[src/rtl/core/fbd_pkg.sv]
package fbd_pkg;

    // Screen geometry
    localparam int SCREEN_WIDTH  = 128;
    localparam int SCREEN_HEIGHT = 64;
    localparam int PAGE_COUNT    = (SCREEN_HEIGHT + 7) / 8;
    localparam int STORE_BYTES   = SCREEN_WIDTH * PAGE_COUNT;
    localparam int ADDR_W        = $clog2(STORE_BYTES);
    localparam int CNT_W         = $clog2(STORE_BYTES + 1);

    // Transaction kinds
    localparam logic [2:0] KIND_PIXEL = 3'd0;
    localparam logic [2:0] KIND_HRUN  = 3'd1;
    localparam logic [2:0] KIND_VRUN  = 3'd2;
    localparam logic [2:0] KIND_CLEAR = 3'd3;
    localparam logic [2:0] KIND_READ  = 3'd4;

    // Colors
    localparam logic [1:0] COLOR_CLEAR  = 2'd0;
    localparam logic [1:0] COLOR_SET    = 2'd1;
    localparam logic [1:0] COLOR_TOGGLE = 2'd2;
    localparam logic [1:0] COLOR_NONE   = 2'd3;

    typedef enum logic [2:0] {
        S_CLR,
        S_IDLE,
        S_SETUP,
        S_RMW_RD,
        S_RMW_WR,
        S_RD,
        S_RD_WAIT
    } t_state;

    // Frame store port request
    typedef struct packed {
        logic              rd_en;
        logic              wr_en;
        logic [ADDR_W-1:0] addr;
        logic [7:0]        wr_data;
    } t_mem_req;

    // Apply a pixel mask to one stored byte
    function automatic logic [7:0] apply_mask(input logic [7:0] data,
                                              input logic [7:0] mask,
                                              input logic [1:0] color);
        logic [7:0] res;
        case (color)
            COLOR_CLEAR:  res = data & ~mask;
            COLOR_SET:    res = data | mask;
            COLOR_TOGGLE: res = data ^ mask;
            default:      res = data;
        endcase
        return res;
    endfunction

endpackage

[src/rtl/core/fbd_req_if.sv]
interface fbd_req_if;
    logic              valid;
    logic              ready;
    logic [2:0]        kind;
    logic signed [8:0] x_coord;
    logic signed [8:0] y_coord;
    logic signed [8:0] run_length;
    logic [1:0]        draw_color;
    logic [9:0]        byte_index;

    modport source (
        output valid, kind, x_coord, y_coord, run_length, draw_color, byte_index,
        input  ready
    );
    modport sink (
        input  valid, kind, x_coord, y_coord, run_length, draw_color, byte_index,
        output ready
    );
endinterface

[src/rtl/core/fbd_seq.sv]
module fbd_seq (
    input  logic              i_clk,
    input  logic              i_rst_n,
    fbd_req_if.sink           i_req,
    input  logic [7:0]        i_rd_data,
    input  logic              i_slot_free,
    output fbd_pkg::t_mem_req o_mem,
    output logic              o_rd_done,
    output logic              o_rd_zero
);

    localparam logic signed [10:0] W_S = 11'(fbd_pkg::SCREEN_WIDTH);
    localparam logic signed [10:0] H_S = 11'(fbd_pkg::SCREEN_HEIGHT);

    fbd_pkg::t_state r_state, n_state;

    // Captured transaction
    logic [2:0]        r_kind;
    logic signed [8:0] r_x, r_y, r_len;
    logic [1:0]        r_color;
    logic [9:0]        r_index;

    // Walk state
    logic [fbd_pkg::ADDR_W-1:0] r_addr, n_addr;
    logic [fbd_pkg::ADDR_W-1:0] r_step, n_step;
    logic [fbd_pkg::CNT_W-1:0]  r_cnt, n_cnt;
    logic                       r_first, n_first;
    logic [7:0]                 r_fmask, n_fmask;
    logic [7:0]                 r_lmask, n_lmask;
    logic [7:0]                 r_mmask, n_mmask;
    logic                       r_zero, n_zero;

    // Clip arithmetic
    logic signed [10:0] x_s, y_s, len_s;
    logic signed [10:0] h_start, h_end_raw, h_end, h_cnt;
    logic signed [10:0] v_start, v_end_raw, v_end, v_last;
    logic [7:0]         v_cnt;
    logic               h_ok, v_ok;
    logic [fbd_pkg::ADDR_W-1:0] addr_step;
    logic [7:0]         byte_mask;

    assign x_s   = $signed({{2{r_x[8]}}, r_x});
    assign y_s   = $signed({{2{r_y[8]}}, r_y});
    assign len_s = (r_kind == fbd_pkg::KIND_PIXEL) ? 11'sd1
                                                   : $signed({{2{r_len[8]}}, r_len});

    // Horizontal run clipping
    assign h_start   = (x_s < 0) ? 11'sd0 : x_s;
    assign h_end_raw = x_s + len_s;
    assign h_end     = (h_end_raw > W_S) ? W_S : h_end_raw;
    assign h_cnt     = h_end - h_start;
    assign h_ok      = (y_s >= 0) && (y_s < H_S) && (h_end > h_start);

    // Vertical run clipping; a pixel is a vertical run of one
    assign v_start   = (y_s < 0) ? 11'sd0 : y_s;
    assign v_end_raw = y_s + len_s;
    assign v_end     = (v_end_raw > H_S) ? H_S : v_end_raw;
    assign v_last    = v_end - 11'sd1;
    assign v_cnt     = v_last[10:3] - v_start[10:3] + 8'd1;
    assign v_ok      = (x_s >= 0) && (x_s < W_S) && (v_end > v_start);

    // Shared address and count unit
    assign addr_step = r_addr + r_step;
    assign byte_mask = r_mmask & (r_first ? r_fmask : 8'hFF)
                     & ((r_cnt == fbd_pkg::CNT_W'(1)) ? r_lmask : 8'hFF);

    assign i_req.ready = (r_state == fbd_pkg::S_IDLE);

    // Capture transaction
    always_ff @(posedge i_clk) begin
        if (i_req.valid && i_req.ready) begin
            r_kind  <= i_req.kind;
            r_x     <= i_req.x_coord;
            r_y     <= i_req.y_coord;
            r_len   <= i_req.run_length;
            r_color <= i_req.draw_color;
            r_index <= i_req.byte_index;
        end
    end

    // State and walk registers; reset starts the clearing pass
    always_ff @(posedge i_clk) begin
        if (!i_rst_n) begin
            r_state <= fbd_pkg::S_CLR;
            r_addr  <= '0;
            r_step  <= fbd_pkg::ADDR_W'(1);
            r_cnt   <= fbd_pkg::CNT_W'(fbd_pkg::STORE_BYTES);
            r_first <= 1'b0;
        end else begin
            r_state <= n_state;
            r_addr  <= n_addr;
            r_step  <= n_step;
            r_cnt   <= n_cnt;
            r_first <= n_first;
        end
    end

    always_ff @(posedge i_clk) begin
        r_fmask <= n_fmask;
        r_lmask <= n_lmask;
        r_mmask <= n_mmask;
        r_zero  <= n_zero;
    end

    // Next state and memory control
    always_comb begin
        n_state   = r_state;
        n_addr    = r_addr;
        n_step    = r_step;
        n_cnt     = r_cnt;
        n_first   = r_first;
        n_fmask   = r_fmask;
        n_lmask   = r_lmask;
        n_mmask   = r_mmask;
        n_zero    = r_zero;
        o_mem     = '0;
        o_mem.addr = r_addr;
        o_rd_done = 1'b0;

        case (r_state)
            fbd_pkg::S_CLR: begin
                o_mem.wr_en   = 1'b1;
                o_mem.wr_data = 8'h00;
                n_addr        = addr_step;
                n_cnt         = r_cnt - fbd_pkg::CNT_W'(1);
                if (r_cnt == fbd_pkg::CNT_W'(1)) begin
                    n_state = fbd_pkg::S_IDLE;
                end
            end
            fbd_pkg::S_IDLE: begin
                if (i_req.valid) begin
                    n_state = fbd_pkg::S_SETUP;
                end
            end
            fbd_pkg::S_SETUP: begin
                n_first = 1'b1;
                n_state = fbd_pkg::S_IDLE;
                case (r_kind)
                    fbd_pkg::KIND_PIXEL, fbd_pkg::KIND_VRUN: begin
                        n_addr  = fbd_pkg::ADDR_W'(int'(v_start[10:3]) * fbd_pkg::SCREEN_WIDTH
                                                   + int'(x_s[8:0]));
                        n_step  = fbd_pkg::ADDR_W'(fbd_pkg::SCREEN_WIDTH);
                        n_cnt   = fbd_pkg::CNT_W'(v_cnt);
                        n_fmask = 8'hFF << v_start[2:0];
                        n_lmask = 8'hFF >> (3'd7 - v_last[2:0]);
                        n_mmask = 8'hFF;
                        if (v_ok && (r_color != fbd_pkg::COLOR_NONE)) begin
                            n_state = fbd_pkg::S_RMW_RD;
                        end
                    end
                    fbd_pkg::KIND_HRUN: begin
                        n_addr  = fbd_pkg::ADDR_W'(int'(y_s[10:3]) * fbd_pkg::SCREEN_WIDTH
                                                   + int'(h_start[9:0]));
                        n_step  = fbd_pkg::ADDR_W'(1);
                        n_cnt   = fbd_pkg::CNT_W'(h_cnt[9:0]);
                        n_fmask = 8'hFF;
                        n_lmask = 8'hFF;
                        n_mmask = 8'h01 << y_s[2:0];
                        if (h_ok && (r_color != fbd_pkg::COLOR_NONE)) begin
                            n_state = fbd_pkg::S_RMW_RD;
                        end
                    end
                    fbd_pkg::KIND_CLEAR: begin
                        n_addr  = '0;
                        n_step  = fbd_pkg::ADDR_W'(1);
                        n_cnt   = fbd_pkg::CNT_W'(fbd_pkg::STORE_BYTES);
                        n_state = fbd_pkg::S_CLR;
                    end
                    fbd_pkg::KIND_READ: begin
                        n_addr  = fbd_pkg::ADDR_W'(r_index);
                        n_zero  = (int'(r_index) >= fbd_pkg::STORE_BYTES);
                        n_state = fbd_pkg::S_RD;
                    end
                    default: begin
                        n_state = fbd_pkg::S_IDLE;
                    end
                endcase
            end
            fbd_pkg::S_RMW_RD: begin
                o_mem.rd_en = 1'b1;
                n_state     = fbd_pkg::S_RMW_WR;
            end
            fbd_pkg::S_RMW_WR: begin
                o_mem.wr_en   = 1'b1;
                o_mem.wr_data = fbd_pkg::apply_mask(i_rd_data, byte_mask, r_color);
                n_addr        = addr_step;
                n_cnt         = r_cnt - fbd_pkg::CNT_W'(1);
                n_first       = 1'b0;
                if (r_cnt == fbd_pkg::CNT_W'(1)) begin
                    n_state = fbd_pkg::S_IDLE;
                end else begin
                    n_state = fbd_pkg::S_RMW_RD;
                end
            end
            fbd_pkg::S_RD: begin
                o_mem.rd_en = 1'b1;
                n_state     = fbd_pkg::S_RD_WAIT;
            end
            fbd_pkg::S_RD_WAIT: begin
                if (i_slot_free) begin
                    o_rd_done = 1'b1;
                    n_state   = fbd_pkg::S_IDLE;
                end
            end
            default: begin
                n_state = fbd_pkg::S_IDLE;
            end
        endcase
    end

    assign o_rd_zero = r_zero;

endmodule
[src/flat_wrapper.sv]
// flat-port wrapper written by rule: the top's interface ports become plain ports
module fbd_seq_flat 
  (i_clk, i_rst_n, i_rd_data, i_slot_free, o_mem, o_rd_done, o_rd_zero, i_req_valid, i_req_kind, i_req_x_coord, i_req_y_coord, i_req_run_length, i_req_draw_color, i_req_byte_index, i_req_ready);
  fbd_req_if i_req_i ();
  input  logic i_clk;
  input  logic i_rst_n;
  input  logic [7:0] i_rd_data;
  input  logic i_slot_free;
  output fbd_pkg::t_mem_req o_mem;
  output logic o_rd_done;
  output logic o_rd_zero;
  input wire logic [$bits(i_req_i.valid)-1:0] i_req_valid;
  input wire logic [$bits(i_req_i.kind)-1:0] i_req_kind;
  input wire logic [$bits(i_req_i.x_coord)-1:0] i_req_x_coord;
  input wire logic [$bits(i_req_i.y_coord)-1:0] i_req_y_coord;
  input wire logic [$bits(i_req_i.run_length)-1:0] i_req_run_length;
  input wire logic [$bits(i_req_i.draw_color)-1:0] i_req_draw_color;
  input wire logic [$bits(i_req_i.byte_index)-1:0] i_req_byte_index;
  output wire logic [$bits(i_req_i.ready)-1:0] i_req_ready;
  assign i_req_i.valid = i_req_valid;
  assign i_req_i.kind = i_req_kind;
  assign i_req_i.x_coord = i_req_x_coord;
  assign i_req_i.y_coord = i_req_y_coord;
  assign i_req_i.run_length = i_req_run_length;
  assign i_req_i.draw_color = i_req_draw_color;
  assign i_req_i.byte_index = i_req_byte_index;
  assign i_req_ready = i_req_i.ready;
  fbd_seq u_core (.i_clk(i_clk), .i_rst_n(i_rst_n), .i_req(i_req_i), .i_rd_data(i_rd_data), .i_slot_free(i_slot_free), .o_mem(o_mem), .o_rd_done(o_rd_done), .o_rd_zero(o_rd_zero));
endmodule
[config.mk]
export PLATFORM = sky130hd
export DESIGN_NAME = fbd_seq_flat
export DESIGN_NICKNAME = d
export VERILOG_FILES = /design/src/rtl/core/fbd_pkg.sv /design/src/rtl/core/fbd_req_if.sv /design/src/rtl/core/fbd_seq.sv /design/src/flat_wrapper.sv
export SDC_FILE = /design/constraint.sdc
export NUM_CORES = 1
export LEC_CHECK = 0
export ABC_AREA = 1
export BUFFER_PORTS_ARGS = -buffer_cell sky130_fd_sc_hd__buf_2
export CORE_MARGIN = 4
export CORE_UTILIZATION = 56
export CTS_BUF_LIST = sky130_fd_sc_hd__clkbuf_2
export DETAILED_ROUTE_END_ITERATION = 6
export GPL_ROUTABILITY_DRIVEN = 1
export PLACE_DENSITY = 0.78
export REMOVE_ABC_BUFFERS = 1
export SYNTH_ARGS = -nofsm -noshare
export SYNTH_HDL_FRONTEND = slang
export SYNTH_SLANG_ARGS = --single-unit
[constraint.sdc]
create_clock -name i_clk -period 4.6 [get_ports i_clk]
set_clock_uncertainty 0.15 [all_clocks]
set_input_delay 1.38 -clock i_clk [delete_from_list [all_inputs] [get_ports i_clk]]
set_output_delay 1.38 -clock i_clk [all_outputs]
set_load 0.005 [all_outputs]
==> results <==
- The flow ran to the end, but the final reports show violations.
- The final reports fail on setup timing.
- The die is ~120 um tall.
- The clock tree from TritonCTS is done.
- By area, the combinational part of the netlist is dominated by simple AND/OR/NAND/NOR gates.
- The origin of the worst min-delay path is u_core.r_step[7].
- The number of max-slew violations in the final report is 0.
- In this run, synthesis produced a sequential element count of 91.
- The worst setup path is launched from a register.
- The fraction of final layout cells sized beyond drive strength 1 is 0.335.
- The worst setup path category is reg -> reg.
- For this run, the register share of the synthesized area comes to 0.353.
- Across every metal layer, demand over resource in global routing totals 0.259.
- The area of the mapped netlist is around 7000 um2.
- The number of vias per cell is 5.54.
- The clock latency reported for the late side of the worst-skew pair is 0.65 ns.
- The number of different library cells used by synthesis comes to 56.
- The min-delay analysis places its worst path in the category reg -> reg.
- Global routing finished with a remaining overflow of 0.
- Dividing the detail-routed wire length by the instance count gives 15.7 um.
- The routed design has 19.7 mm of wire.
- The number of antenna diodes in the final layout is 0.
- The synthesized-area fraction occupied by ao, oa, aoi and oai cells is 0.155.
- The number of global-route vias before repair is 6423.
- The static leakage is 4.19 nW.
- The number of remaining DRC errors is 0.
- After clock tree synthesis, the flow added hold-fix buffers numbering 0.
- The endpoint type of the worst setup path is a register.
- The post-synthesis simple-gate area fraction is 0.252.
- The root buffer cell is sky130_fd_sc_hd__clkbuf_2.
- After the last flow step, the layout net total stands at 1201.
- The origin of the critical flop-to-flop path is u_core.r_kind[1].
- The initial antenna violation count is 0.
- Counting every sink on the clock net gives 91.
- In this run the worst path has a maximum fanout of 3.
- The H-tree generated during clock tree synthesis spans 3 levels.
- The floorplan has 40 rows.
- The number of endpoints failing setup at the final stage is 13.
- For this run, the top clock speed supported by timing is 205 MHz.
- The worst-margin pin slew is 0.771 ns.
- Measured against its own limit, the worst slew margin works out to 0.484.
- The tool flagged a number of max-cap violations equal to 0.
- The final weighted congestion of routability-driven global placement is 0.926.
- In this run the power density over the cells is about 230 nW/um2.
- The most critical setup path has its startpoint at u_core.r_kind[1].
- The routed layout has 6962 vias.
- In this design, the critical path's most frequently occurring cell is sky130_fd_sc_hd__nand2_1.
- The overall die area is ~14000 um2.
- During synthesis, Yosys emitted a total of 0 warnings.
- The final-layout fill cell count is around 890.
- On the critical path, the stage with the largest delay is an instance of sky130_fd_sc_hd__edfxtp_1.
- The number of nets with antenna violations after detailed routing is 0.
- The starting density of the core is 0.575.
- In this run the count of I/O pins placed on the die edge is 77.
- After layout, the worst setup slack is -0.284 ns.
- The pin count of the biggest net entering global routing is 33.
- The number of hold violations in the final report came to 0.
- The buffer levels on the longest clock path is 2.
- The synthesis-to-finish area growth is 28.9%.
- Setup repair after global routing could not meet its margin everywhere.
- The worst path in the final design needs a cycle of 4.88 ns, including I/O delays and setup.
- The first global-routing pass estimated approximately 30 mm of wire.
- Buffers placed on the I/O ports in this run total 75.
- The area taken by multi-input logic gates is 4390 um2.
- The synthesized instance count is 901.
- The share of synthesized cell area in full adder, half adder and majority cells is 0.118.
- The first routing iteration left 541 violations.
- The average instance area after synthesis is between 7 and 8 um2.
- The number of cells in the finished layout apart from fillers is ~1300.
- The most used flip-flop cell after synthesis is sky130_fd_sc_hd__edfxtp_1.
- Data on the critical path is required at its endpoint by about 5.0 ns.
- The count of placed standard cells including taps is 1208.
- Data on the critical path arrives at its endpoint at between 5 and 6 ns.
- The placeable core area is 12100 um2.
- Of the post-synthesis cell area, the part taken by muxes is 0.
- The number of search-and-repair iterations in the first detailed-routing pass is 6.
- The worst-case IR drop observed on VDD is roughly 190 uV.
- The number of CTS-inserted buffers is 9.
- Yosys mapped a number of flops with a built-in enable equal to 64.
- The share of the clock period used by the worst path is 1.06.
- Of the total synthesized cell area, the portion taken by XOR and XNOR cells is 0.0250.
- The highest cell delay on the worst timing path is 0.47 ns.
- The register clock-pin slew on the reported worst setup and hold paths is 0.29 ns.
- Detailed placement finished with a half-perimeter wire length of 13.6 mm.
- Of all flip-flops after synthesis, the portion carrying an async set or reset was 0.
- The floorplan step set the die width to 120 um.
- Summing all flip-flop and latch instances after layout gives 2470 um2.
- Timing analysis after detailed placement gives a worst setup slack of -0.500 ns.
## cell type report
| type | instances | share of cell area |
|---|---|---|
| Clock buffer | 10 | 0.00557 |
| Clock inverter | 6 | 0.00446 |
| Inverter | 148 | 0.0624 |
| Multi-Input combinational cell | 643 | 0.488 |
| Sequential cell | 91 | 0.275 |
| Tap cell | 168 | 0.0234 |
| Timing Repair Buffer | 190 | 0.141 |
## worst max-delay path, delay by kind of cell (launching register included)
kind / cells / cell delay, ns
DFF: 1 / 0.47
xor gates and xnor gates: 1 / 0.14
AOI/OAI and AO/OA: 3 / 0.38
adders and majority gates: 6 / 1.27
and+or+nand+nor: 23 / 1.97
buffers and inverters: 7 / 0.36
## layer usage
| metal | share of wire | global-route usage | vias up | wire (um) |
|---|---|---|---|---|
| met1 | 0.41 | 0.330 | 3185 | 8110 |
| met3 | 0.070 | 0.0556 | 58 | 1380 |
| met2 | 0.48 | 0.431 | 318 | 9490 |
| met5 | 0 | 0 | - | 0 |
| li1 | - | - | 3401 | - |
| met4 | 0.038 | 0.102 | 0 | 751 |
## metrics by stage
step	total power (W)	area [um2]	util	hold slack, ns	TNS, ns
5_1_grt	0.00216	8980	0.742	0.369	-4.95
3_3_place_gp	0.00152	8080	0.667	0.314	-0.826
3_5_place_dp	0.00153	8080	0.667	0.334	-1.96
4_1_cts	0.00192	8480	0.700	0.363	-0.507
6_report	0.00205	8980	0.742	0.360	-1.89
2_1_floorplan	0.00135	6850	-	0.295	-1.41
## repair_timing
| item | 4_1_cts | 5_1_grt |
|---|---|---|
| resized for setup | 63 | 85 |
| cloned | 0 | 1 |
| endpoints found under the setup margin | 15 | 16 |
| buffers inserted | 13 | 20 |
| pin swaps | 46 | 57 |
## cells by family (layout without fill, tap and decap cells)
| family | count (synthesis) | count (layout) |
|---|---|---|
| AOI/OAI and AO/OA | 179 | 179 |
| DFF | 91 | 91 |
| adders and majority gates | 64 | 64 |
| xor gates and xnor gates | 19 | 19 |
| buffers and inverters | 168 | 354 |
| other | 1 | 1 |
| and+or+nand+nor | 379 | 380 |
## worst paths after layout
path | endpoint | slack (ns) | cells after the start
worst max register to register | u_core.r_cnt[7] | -0.28 | 40
worst min-delay path | u_core.r_step[7] | 0.36 | 2
worst min register to register | u_core.r_step[7] | 0.36 | 2
worst max-delay path | u_core.r_cnt[7] | -0.28 | 40
## power by group
part / switching (W) / internal (W)
clock: 0.000298 / 0.0000718
combinational: 0.000361 / 0.000308
sequential: 0.0000747 / 0.000937
total: 0.000734 / 0.00132
## state kept, by name (all words and copies together) (netlist names)
| signal | flops |
|---|---|
| u_core.r_kind | 3 |
| u_core.r_fmask | 7 |
| u_core.r_y | 9 |
| u_core.r_index | 10 |
| u_core.r_len | 9 |
| u_core.r_color | 2 |
| u_core.r_cnt | 11 |
| u_core.r_mmask | 8 |
| u_core.r_lmask | 7 |
| u_core.r_x | 9 |
| u_core.r_state | 3 |
| u_core.r_step | 2 |
| u_core.r_addr | 10 |
| u_core.r_first | 1 |
## cells in the final DEF (no fill, tap or decap), types with 5 or more instances in the layout
cell type and n:
sky130_fd_sc_hd__a21oi_1 46, sky130_fd_sc_hd__a21oi_2 10, sky130_fd_sc_hd__a31oi_1 6, sky130_fd_sc_hd__buf_2 75
sky130_fd_sc_hd__buf_4 110, sky130_fd_sc_hd__clkbuf_2 10, sky130_fd_sc_hd__dfxtp_1 24, sky130_fd_sc_hd__edfxtp_1 64
sky130_fd_sc_hd__ha_1 49, sky130_fd_sc_hd__ha_4 9, sky130_fd_sc_hd__inv_1 124, sky130_fd_sc_hd__inv_2 21
sky130_fd_sc_hd__nand2_1 176, sky130_fd_sc_hd__nand2_2 26, sky130_fd_sc_hd__nand2_4 5, sky130_fd_sc_hd__nand3_1 40
sky130_fd_sc_hd__nand3_2 13, sky130_fd_sc_hd__nand4_1 7, sky130_fd_sc_hd__nor2_1 56, sky130_fd_sc_hd__nor2_2 13
sky130_fd_sc_hd__nor2_4 6, sky130_fd_sc_hd__nor3_1 13, sky130_fd_sc_hd__o211ai_1 11, sky130_fd_sc_hd__o21ai_0 46
sky130_fd_sc_hd__o21ai_1 9, sky130_fd_sc_hd__o21ai_2 9, sky130_fd_sc_hd__o221ai_4 6, sky130_fd_sc_hd__o311ai_1 5
sky130_fd_sc_hd__o31ai_1 7, sky130_fd_sc_hd__xor2_1 12
## synth_stat cells, types with 11 or more instances
cell type	count	area share
sky130_fd_sc_hd__nor3_1	15	0.011
sky130_fd_sc_hd__nand3_1	47	0.034
sky130_fd_sc_hd__xor2_1	15	0.019
sky130_fd_sc_hd__clkbuf_1	14	0.0075
sky130_fd_sc_hd__edfxtp_1	64	0.28
sky130_fd_sc_hd__a21oi_1	52	0.037
sky130_fd_sc_hd__dfxtp_1	27	0.078
sky130_fd_sc_hd__nand2_2	14	0.013
sky130_fd_sc_hd__inv_2	11	0.0059
sky130_fd_sc_hd__inv_1	136	0.073
sky130_fd_sc_hd__nor2_1	66	0.036
sky130_fd_sc_hd__o21ai_0	63	0.045
sky130_fd_sc_hd__nand2_1	190	0.10
sky130_fd_sc_hd__o211ai_1	11	0.012
sky130_fd_sc_hd__ha_1	61	0.11
No activity file was read; power rests on OpenSTA's default activity.
